## config.mk

```make
export PLATFORM = sky130hd
export DESIGN_NAME = irc_line_tokenizer_top
export DESIGN_NICKNAME = d
export VERILOG_FILES = /design/src/design/irclt_pkg.sv /design/src/design/irc_line_tokenizer_top.sv
export VERILOG_INCLUDE_DIRS = /design/src /design/src/design
export SDC_FILE = /design/constraint.sdc
export NUM_CORES = 1
export LEC_CHECK = 0
export BUFFER_PORTS_ARGS = -buffer_cell sky130_fd_sc_hd__buf_2
export CAP_MARGIN = 25
export CORE_MARGIN = 5
export CORE_UTILIZATION = 60
export CTS_BUF_LIST = sky130_fd_sc_hd__clkbuf_8
export DETAILED_ROUTE_END_ITERATION = 8
export PLACE_DENSITY = 0.79
export SETUP_SLACK_MARGIN = 0.15
export SLEW_MARGIN = 25
export SYNTH_ARGS = -nofsm -noshare
export SYNTH_HDL_FRONTEND = slang
export SYNTH_SLANG_ARGS = --single-unit
```

## constraint.sdc

```tcl
create_clock -name clk -period 5.4 [get_ports clk]
set_input_delay 0.81 -clock clk [delete_from_list [all_inputs] [get_ports clk]]
set_output_delay 0.81 -clock clk [all_outputs]
set_load 0.01 [all_outputs]
```

## src/design/irc_line_tokenizer_top_macros.svh

```systemverilog
// ----------------------------------------------------------------------------
// irc_line_tokenizer_top_macros.svh
// Assertion macros used by the tokenizer top module.
// ----------------------------------------------------------------------------
`ifndef IRC_LINE_TOKENIZER_TOP_MACROS_SVH
`define IRC_LINE_TOKENIZER_TOP_MACROS_SVH

// Condition that must hold on every clock edge outside reset
`define IRCLT_ASSERT_ALWAYS(label, cond, msg) \
  label: assert property (@(posedge clk) disable iff (rst) (cond)) else $error(msg);

// Antecedent in one cycle implies consequent in the next
`define IRCLT_ASSERT_NEXT(label, ante, cons, msg) \
  label: assert property (@(posedge clk) disable iff (rst) (ante) |=> (cons)) \
    else $error(msg);

`endif

```

## src/design/irclt_pkg.sv

```systemverilog
// ----------------------------------------------------------------------------
// irclt_pkg
// Types, byte codes and the command name table of the line tokenizer.
// ----------------------------------------------------------------------------
`timescale 1ns / 1ps

package irclt_pkg;

  // Longest line that is tokenized; later bytes are tagged ignored
  localparam int MAX_LINE = 512;
  localparam int POS_W    = $clog2(MAX_LINE + 1);

  localparam int NUM_CMDS  = 11;
  localparam int CMD_BYTES = 7;

  localparam logic [7:0] BYTE_COLON = 8'h3A;
  localparam logic [7:0] BYTE_LF    = 8'h0A;
  localparam logic [7:0] BYTE_SPACE = 8'h20;
  localparam logic [7:0] BYTE_TAB   = 8'h09;
  localparam logic [7:0] BYTE_CR    = 8'h0D;
  localparam logic [7:0] BYTE_LC_A  = 8'h61;
  localparam logic [7:0] BYTE_LC_Z  = 8'h7A;
  localparam logic [7:0] CASE_DIFF  = 8'h20;

  localparam logic [3:0] CODE_NONE    = 4'd0;
  localparam logic [3:0] CODE_PRIVMSG = 4'd5;
  localparam logic [3:0] LEN_TOO_LONG = 4'd8;
  localparam logic [7:0] COUNT_MAX    = 8'd255;

  typedef enum logic [2:0] {
    PH_FIRST  = 3'd0,
    PH_PREFIX = 3'd1,
    PH_CMD    = 3'd2,
    PH_PARAMS = 3'd3,
    PH_REST   = 3'd4,
    PH_DONE   = 3'd5
  } phase_t;

  typedef enum logic [2:0] {
    ROLE_WS     = 3'd0,
    ROLE_PREFIX = 3'd1,
    ROLE_CMD    = 3'd2,
    ROLE_PARAM  = 3'd3,
    ROLE_COLON  = 3'd4,
    ROLE_IGNORE = 3'd5
  } role_t;

  // Command names, first character in the lowest byte
  localparam logic [8*CMD_BYTES-1:0] CMD_CHARS [NUM_CMDS] = '{
    56'h0000_0053_534150,   // PASS
    56'h0000_004B_43494E,   // NICK
    56'h0000_0052_455355,   // USER
    56'h0000_004E_494F4A,   // JOIN
    56'h4753_4D56_495250,   // PRIVMSG
    56'h0000_4349_504F54,   // TOPIC
    56'h0000_0045_444F4D,   // MODE
    56'h0045_5449_564E49,   // INVITE
    56'h0000_0054_524150,   // PART
    56'h0000_004B_43494B,   // KICK
    56'h0000_0054_495551    // QUIT
  };

  localparam logic [3:0] CMD_LEN [NUM_CMDS] = '{
    4'd4, 4'd4, 4'd4, 4'd4, 4'd7, 4'd5, 4'd4, 4'd6, 4'd4, 4'd4, 4'd4
  };

  // Match a collected command word against the name table
  function automatic logic [3:0] cmd_lookup(input logic [8*CMD_BYTES-1:0] chars,
                                            input logic [3:0] len);
    logic [3:0] code;
    code = CODE_NONE;
    for (int i = 0; i < NUM_CMDS; i++) begin
      if (len == CMD_LEN[i] && chars == CMD_CHARS[i]) begin
        code = 4'(i + 1);
      end
    end
    return code;
  endfunction

endpackage

```

## src/design/irc_line_tokenizer_top.sv

```systemverilog
// ----------------------------------------------------------------------------
// irc_line_tokenizer_top
// Byte-serial tokenizer for one chat-protocol message line.
//
//  channel   dir  fields (tdata / tuser / tlast)
//  s_axis    in   line_byte / - / end_of_line
//  m_axis    out  param_index, word_start, command_code, line_valid,
//                 param_count / role / line_done
//
// One item per cycle sustained while the result is not stalled; each item passes
// through the input register and leaves through the result register.
// The running line state updates as the item moves into the result register.
// A stalled result holds the input register; s_axis_tready follows from it.
// rst clears the valid flags and the line state; no clearing pass.
// ----------------------------------------------------------------------------
`timescale 1ns / 1ps

`include "irc_line_tokenizer_top_macros.svh"

module irc_line_tokenizer_top (
  input  logic        clk,
  input  logic        rst,
  input  logic        s_axis_tvalid,
  output logic        s_axis_tready,
  input  logic [7:0]  s_axis_tdata,   // [7:0] line_byte
  input  logic        s_axis_tlast,   // end_of_line
  output logic        m_axis_tvalid,
  input  logic        m_axis_tready,
  output logic [23:0] m_axis_tdata,   // [7:0] param_index, [8] word_start,
                                      // [12:9] command_code, [13] line_valid,
                                      // [21:14] param_count, [23:22] zero
  output logic [2:0]  m_axis_tuser,   // [2:0] role
  output logic        m_axis_tlast    // line_done
);

  // Input register
  logic       in_valid;
  logic [7:0] in_byte;
  logic       in_eol;

  // Result register
  logic       out_valid;
  logic [2:0] out_role;
  logic [7:0] out_index;
  logic       out_start;
  logic       out_done;
  logic [3:0] out_code;
  logic       out_line_valid;
  logic [7:0] out_count;

  // Line state
  irclt_pkg::phase_t                phase, phase_next;
  logic                             in_word, in_word_next;
  logic [8*irclt_pkg::CMD_BYTES-1:0] command_chars, command_chars_next;
  logic [3:0]                       command_length, command_length_next;
  logic [3:0]                       command_value, command_value_next;
  logic [7:0]                       params_seen, params_seen_next;
  logic [7:0]                       cur_index, cur_index_next;
  logic [irclt_pkg::POS_W-1:0]      line_pos, line_pos_next;

  // Per-item results
  irclt_pkg::role_t role_c;
  logic [7:0]       index_c;
  logic             start_c;
  logic [3:0]       code_c;
  logic             line_valid_c;
  logic [7:0]       count_c;

  logic       advance;
  logic       is_ws;
  logic       do_append;
  logic       do_finish;
  logic [7:0] upper_byte;
  logic [3:0] lookup_code;

  assign advance       = in_valid && (!out_valid || m_axis_tready);
  assign s_axis_tready = !in_valid || advance;

  // Capture the incoming item
  always_ff @(posedge clk) begin
    if (rst) begin
      in_valid <= 1'b0;
    end else if (s_axis_tready) begin
      in_valid <= s_axis_tvalid;
    end
    if (s_axis_tready && s_axis_tvalid) begin
      in_byte <= s_axis_tdata;
      in_eol  <= s_axis_tlast;
    end
  end

  // Classify the byte
  assign is_ws = (in_byte == irclt_pkg::BYTE_SPACE) ||
                 (in_byte >= irclt_pkg::BYTE_TAB && in_byte <= irclt_pkg::BYTE_CR);
  assign upper_byte = (in_byte >= irclt_pkg::BYTE_LC_A && in_byte <= irclt_pkg::BYTE_LC_Z)
                      ? in_byte - irclt_pkg::CASE_DIFF : in_byte;

  // Next state and result fields
  always_comb begin
    phase_next          = phase;
    in_word_next        = in_word;
    command_chars_next  = command_chars;
    command_length_next = command_length;
    command_value_next  = command_value;
    params_seen_next    = params_seen;
    cur_index_next      = cur_index;
    line_pos_next       = line_pos;
    role_c              = irclt_pkg::ROLE_IGNORE;
    index_c             = '0;
    start_c             = 1'b0;
    do_append           = 1'b0;
    do_finish           = 1'b0;

    if (line_pos < irclt_pkg::POS_W'(irclt_pkg::MAX_LINE)) begin
      line_pos_next = line_pos + 1'b1;
      unique case (phase)
        irclt_pkg::PH_FIRST: begin
          if (is_ws) begin
            role_c = irclt_pkg::ROLE_WS;
          end else if (in_byte == irclt_pkg::BYTE_COLON) begin
            phase_next   = irclt_pkg::PH_PREFIX;
            in_word_next = 1'b1;
            role_c       = irclt_pkg::ROLE_PREFIX;
            start_c      = 1'b1;
          end else begin
            do_append  = 1'b1;
            phase_next = irclt_pkg::PH_CMD;
            role_c     = irclt_pkg::ROLE_CMD;
            start_c    = 1'b1;
          end
        end
        irclt_pkg::PH_PREFIX: begin
          if (is_ws) begin
            in_word_next = 1'b0;
            role_c       = irclt_pkg::ROLE_WS;
          end else if (in_word) begin
            role_c = irclt_pkg::ROLE_PREFIX;
          end else begin
            do_append  = 1'b1;
            phase_next = irclt_pkg::PH_CMD;
            role_c     = irclt_pkg::ROLE_CMD;
            start_c    = 1'b1;
          end
        end
        irclt_pkg::PH_CMD: begin
          if (is_ws) begin
            do_finish    = 1'b1;
            phase_next   = irclt_pkg::PH_PARAMS;
            in_word_next = 1'b0;
            role_c       = irclt_pkg::ROLE_WS;
          end else begin
            do_append = 1'b1;
            role_c    = irclt_pkg::ROLE_CMD;
          end
        end
        irclt_pkg::PH_PARAMS: begin
          if (is_ws) begin
            in_word_next = 1'b0;
            role_c       = irclt_pkg::ROLE_WS;
          end else if (in_word) begin
            role_c  = irclt_pkg::ROLE_PARAM;
            index_c = cur_index;
          end else begin
            // open a new parameter
            cur_index_next = params_seen;
            if (params_seen != irclt_pkg::COUNT_MAX) begin
              params_seen_next = params_seen + 1'b1;
            end
            index_c = params_seen;
            start_c = 1'b1;
            if (in_byte == irclt_pkg::BYTE_COLON) begin
              role_c     = irclt_pkg::ROLE_COLON;
              phase_next = irclt_pkg::PH_REST;
            end else if (command_value == irclt_pkg::CODE_PRIVMSG && params_seen == 8'd1) begin
              role_c     = irclt_pkg::ROLE_PARAM;
              phase_next = irclt_pkg::PH_REST;
            end else begin
              role_c       = irclt_pkg::ROLE_PARAM;
              in_word_next = 1'b1;
            end
          end
        end
        irclt_pkg::PH_REST: begin
          if (in_byte == irclt_pkg::BYTE_LF) begin
            phase_next = irclt_pkg::PH_DONE;
          end else begin
            role_c  = irclt_pkg::ROLE_PARAM;
            index_c = cur_index;
          end
        end
        irclt_pkg::PH_DONE: begin
          role_c = irclt_pkg::ROLE_IGNORE;
        end
        default: begin
          role_c = irclt_pkg::ROLE_IGNORE;
        end
      endcase
    end

    // Collect the upper-cased command byte; length saturates at too long
    if (do_append) begin
      for (int k = 0; k < irclt_pkg::CMD_BYTES; k++) begin
        if (command_length == 4'(k)) begin
          command_chars_next[8*k +: 8] = upper_byte;
        end
      end
      if (command_length < irclt_pkg::LEN_TOO_LONG) begin
        command_length_next = command_length + 1'b1;
      end
    end

    lookup_code = irclt_pkg::cmd_lookup(command_chars_next, command_length_next);
    if (do_finish) begin
      command_value_next = lookup_code;
    end

    // Line summary, reported on the final byte only
    code_c       = irclt_pkg::CODE_NONE;
    line_valid_c = 1'b0;
    count_c      = '0;
    if (in_eol && (phase_next == irclt_pkg::PH_CMD || phase_next == irclt_pkg::PH_PARAMS ||
                   phase_next == irclt_pkg::PH_REST || phase_next == irclt_pkg::PH_DONE)) begin
      code_c       = (phase_next == irclt_pkg::PH_CMD) ? lookup_code : command_value_next;
      line_valid_c = 1'b1;
      count_c      = params_seen_next;
    end

    // Return to reset after the final byte
    if (in_eol) begin
      phase_next          = irclt_pkg::PH_FIRST;
      in_word_next        = 1'b0;
      command_chars_next  = '0;
      command_length_next = '0;
      command_value_next  = irclt_pkg::CODE_NONE;
      params_seen_next    = '0;
      cur_index_next      = '0;
      line_pos_next       = '0;
    end
  end

  // Hold the line state between items
  always_ff @(posedge clk) begin
    if (rst) begin
      phase          <= irclt_pkg::PH_FIRST;
      in_word        <= 1'b0;
      command_chars  <= '0;
      command_length <= '0;
      command_value  <= irclt_pkg::CODE_NONE;
      params_seen    <= '0;
      cur_index      <= '0;
      line_pos       <= '0;
    end else if (advance) begin
      phase          <= phase_next;
      in_word        <= in_word_next;
      command_chars  <= command_chars_next;
      command_length <= command_length_next;
      command_value  <= command_value_next;
      params_seen    <= params_seen_next;
      cur_index      <= cur_index_next;
      line_pos       <= line_pos_next;
    end
  end

  // Result register
  always_ff @(posedge clk) begin
    if (rst) begin
      out_valid <= 1'b0;
    end else if (advance) begin
      out_valid <= 1'b1;
    end else if (m_axis_tready) begin
      out_valid <= 1'b0;
    end
    if (advance) begin
      out_role       <= role_c;
      out_index      <= index_c;
      out_start      <= start_c;
      out_done       <= in_eol;
      out_code       <= code_c;
      out_line_valid <= line_valid_c;
      out_count      <= count_c;
    end
  end

  assign m_axis_tvalid = out_valid;
  assign m_axis_tuser  = out_role;
  assign m_axis_tlast  = out_done;
  assign m_axis_tdata  = {2'b00, out_count, out_line_valid, out_code, out_start, out_index};

  // Checks
  `IRCLT_ASSERT_ALWAYS(a_summary_only_at_end,
    !(out_valid && !out_done) || (out_code == irclt_pkg::CODE_NONE && !out_line_valid &&
                                  out_count == 8'd0),
    "line summary set on a byte that does not end the line")
  `IRCLT_ASSERT_ALWAYS(a_index_only_in_params,
    !(out_valid && out_role != irclt_pkg::ROLE_PARAM && out_role != irclt_pkg::ROLE_COLON)
      || out_index == 8'd0,
    "parameter index set outside a parameter")
  `IRCLT_ASSERT_NEXT(a_stall_keeps_item,
    in_valid && out_valid && !m_axis_tready,
    in_valid && $stable(in_byte) && $stable(in_eol),
    "input item lost while the result stalls")
  `IRCLT_ASSERT_NEXT(a_line_end_resets,
    advance && in_eol,
    phase == irclt_pkg::PH_FIRST && params_seen == 8'd0 && line_pos == '0,
    "line state not cleared after the final byte")

endmodule

```

==> impl_metrics.py <==
metrics = {
    "routing": {
        "viasPerCell": 6.75,
        "drt-total-wl_microns": 24100,
        "drt_pre_antenna_iters": 6,
        "route.detailed.drc": 0,
        "ant_nets": 0,
        "drt_iter0_markers": 1084,
        "wl_per_cell_microns": 20.8,
        "vias": 7810,
    },
    "power_and_ir_drop": {
        "internal-power_uw": 1450,
        "switching_power_uw": 500,
        "pwr-share-clk": 0.383,
        "ir_drop_v": 0.000256,
        "combinationalPowerShare": 0.080,
        "p_sw_frac": 0.256,
        "p_leak_uw": 0.00288,
        "p_seq_frac": 0.537,
        "pwr_density_cell_nw_per_um2": 233,
    },
    "clocking": {
        "path_clk_slew_ns": 0.07,
        "post_cts_buffers": 0,
        "htree_num_levels": 4,
        "root_buffer": "clkbuf_8",
        "hold_buffers": 0,
        "cts_resized": 0,
        "clock_path_buffers": 2,
        "worst_skew_pair.late_latency_ns": 0.46,
        "numCtsBuffers": 17,
        "cts_tree": "done",
        "clock-sinks": 131,
    },
    "synthesis": {
        "yosys_warnings": 0,
        "async_reset_ff_frac": 0,
        "syn_inst": 967,
        "synth_cell_types": 87,
        "synth_area_per_cell_sq_um": 8.10,
        "synth_seq_cells": 131,
        "synth_edf_count": 35,
        "syn-cell-area_sq_um": 7830,
        "yosys_most_used_dff": "dfxtp_1",
        "seq_area_frac_synth": 0.380,
    },
    "worst_setup_path": {
        "endpoint_kind": "flip-flop",
        "cp-start-kind": "flip-flop",
        "critical_path_class": "reg -> reg",
        "arrival_ns": 4.51,
        "cp_max_fo": 12,
        "required_ns": 5.68,
    },
    "global_route": {
        "antenna_found_initial": 0,
        "grt_max_degree": 56,
        "grt_overflow": 0,
        "grt_first_pass_wirelength_microns": 38000,
        "grt_use_total": 0.305,
        "grt_pass1_vias": 6850,
    },
    "timing": {
        "slew_headroom": 0.304,
        "max_freq_ghz": 0.237,
        "tightest_slew_ns": 1.04,
        "slew_violations": 0,
        "final-setup-viol-count": 0,
        "finalHoldViolations": 0,
        "fin_crit_ns": 4.22,
        "rsz0062_at_grt": "no",
        "timing.hold.ws_ns": 0.479,
        "period_share": 0.782,
        "fin_skew_ns": 0.0160,
        "setup_tns_ns": 0,
    },
    "final_layout": {
        "fillers": 1130,
        "n_antenna_cell": 0,
        "area_growth_pct": 7.16,
        "layout.nets": 994,
        "drive_gt1_frac": 0.103,
    },
    "floorplanning": {
        "core_sq_um": 12700,
        "initial_utilization": 0.616,
        "io_pins": 43,
        "die-area_sq_um": 15400,
        "fp-row-count": 41,
        "fp.dieW_microns": 124,
        "die_y_microns": 124,
    },
    "placement": {
        "portBuffers": 40,
        "finalWeightedCongestion": 1.10,
        "dpl.hpwl_microns": 17300,
    },
    "run_status": {
        "status": "complete, no violations",
    },
    "min_path": {
        "hold_path_class": "reg -> reg",
    },
    "flow_run": {
        "cap_violations": 0,
    },
}
==> through the flow <==
stage	utilization	total power, uW	cell area [sq um]	instances	worst slack [ns]
CTS	0.659	1960	8390	1157	1.34
finish	0.660	1950	8390	1157	1.18
detailed placement	0.631	1220	8030	1125	1.38
floorplan	-	1170	7840	968	1.98
global placement	0.631	1220	8030	1125	1.46
global route	0.660	2030	8390	1157	0.922
==> cell usage after synthesis, types with 4 or more instances <==
cell type / number / share of area
o21ai_1: 12 / 0.0077
o21a_1: 4 / 0.0038
buf_2: 12 / 0.0077
clkbuf_1: 44 / 0.021
nand3b_1: 9 / 0.0086
o31ai_1: 7 / 0.0067
or3_1: 14 / 0.011
nor3b_1: 5 / 0.0048
inv_1: 24 / 0.012
xor2_1: 5 / 0.0056
nor2_1: 165 / 0.079
o311ai_0: 5 / 0.0056
nor4_1: 11 / 0.0088
nand4b_1: 4 / 0.0045
o21ai_0: 38 / 0.024
mux2i_1: 13 / 0.017
a21oi_1: 46 / 0.029
mux2_2: 4 / 0.0058
o211ai_1: 9 / 0.0086
a211o_1: 4 / 0.0045
and4_1: 5 / 0.0056
nand3_1: 33 / 0.021
or4_1: 4 / 0.0038
nor2b_1: 16 / 0.013
buf_4: 5 / 0.0048
nand2_1: 67 / 0.032
edfxtp_1: 35 / 0.13
nand4_1: 32 / 0.026
ha_1: 9 / 0.014
a31oi_1: 4 / 0.0032
and3_1: 10 / 0.0080
xnor2_1: 6 / 0.0067
nor3_1: 27 / 0.017
o2111ai_1: 4 / 0.0045
and2_1: 9 / 0.0072
a22oi_1: 77 / 0.074
nand2b_1: 11 / 0.0088
a211oi_1: 5 / 0.0048
dfxtp_1: 96 / 0.25
==> worst max-delay path: stages (launching register included) <==
cell,delay [ns]
edfxtp_1,0.55
inv_1,0.14
ha_1,0.32
nor4b_1,0.34
o221ai_1,0.28
a21oi_1,0.66
nand3_1,0.19
mux2_1,0.36
or3_1,0.35
or3_1,0.40
nor3_2,0.11
a311oi_1,0.09
a211oi_2,0.26
==> layout make-up <==
cell class / count / area (sq um) / share of cell area
Multi-Input combinational cell: 748 / 4490 / 0.534
Sequential cell: 131 / 2970 / 0.354
Clock buffer: 20 / 275 / 0.0328
Timing Repair Buffer: 50 / 275 / 0.0328
Tap cell: 172 / 215 / 0.0256
Inverter: 24 / 90.1 / 0.0107
Clock inverter: 12 / 78.8 / 0.00939
==> registers in the layout, summed over array words and instances, names as in the netlist, 8 cells and up <==
signal	cells
command_chars	56
cur_index	8
in_byte	8
line_pos	10
out_count	8
out_index	8
params_seen	8
==> power by group through the flow <==
stage	Combinational (uW)	Clock [uW]	Sequential [uW]
floorplan	108	0	1060
global placement	151	0	1070
detailed placement	152	0	1070
CTS	152	763	1050
global route	168	813	1050
finish	157	748	1050
==> cell families (layout without fill, tap and decap cells) <==
logic type	count (synthesis)	in the layout	synth area share
buf+inv	89	106	0.0489
simple gates	454	454	0.299
compound gates	254	254	0.222
xor+xnor	11	11	0.0123
mux	18	18	0.0238
other cells	1	2	0.000479
flops	131	131	0.380
fa+ha+maj	9	9	0.0144
==> routing by layer <==
layer	global-route usage	share of wire	vias to the layer above
met4	0.123	0.041	0
met5	0	0	-
li1	-	-	3606
met3	0.0888	0.11	82
met1	0.425	0.43	3633
met2	0.444	0.42	489
==> path summary, 6_finish.rpt <==
path	startpoint	to	slack [ns]	cells after the start
min reg2reg	command_value[0]	command_value[0]	0.48	2
max	in_byte[6]	out_code[2]	1.18	12
max reg2reg	in_byte[6]	out_code[2]	1.18	12
min	command_value[0]	command_value[0]	0.48	2
==> layout by cell type (no fill, tap or decap), types with 5 or more instances in the layout <==
cell / instances
edfxtp_1: 35
inv_1: 31
a211oi_1: 5
o311ai_0: 5
clkbuf_8: 20
o211ai_1: 9
nand2_1: 67
a22oi_1: 77
xor2_1: 5
nor2b_1: 16
nand4_1: 32
buf_2: 40
and4_1: 5
o21ai_1: 12
a21oi_1: 46
and2_1: 9
and3_1: 10
nand3b_1: 9
nand2b_1: 11
xnor2_1: 6
ha_1: 9
nor3_1: 26
nor3b_1: 5
o21ai_0: 38
nand3_1: 33
mux2i_1: 13
or3_1: 14
buf_4: 10
nor4_1: 11
o31ai_1: 7
nor2_1: 165
dfxtp_1: 96
(Power assumes the default switching activity.)
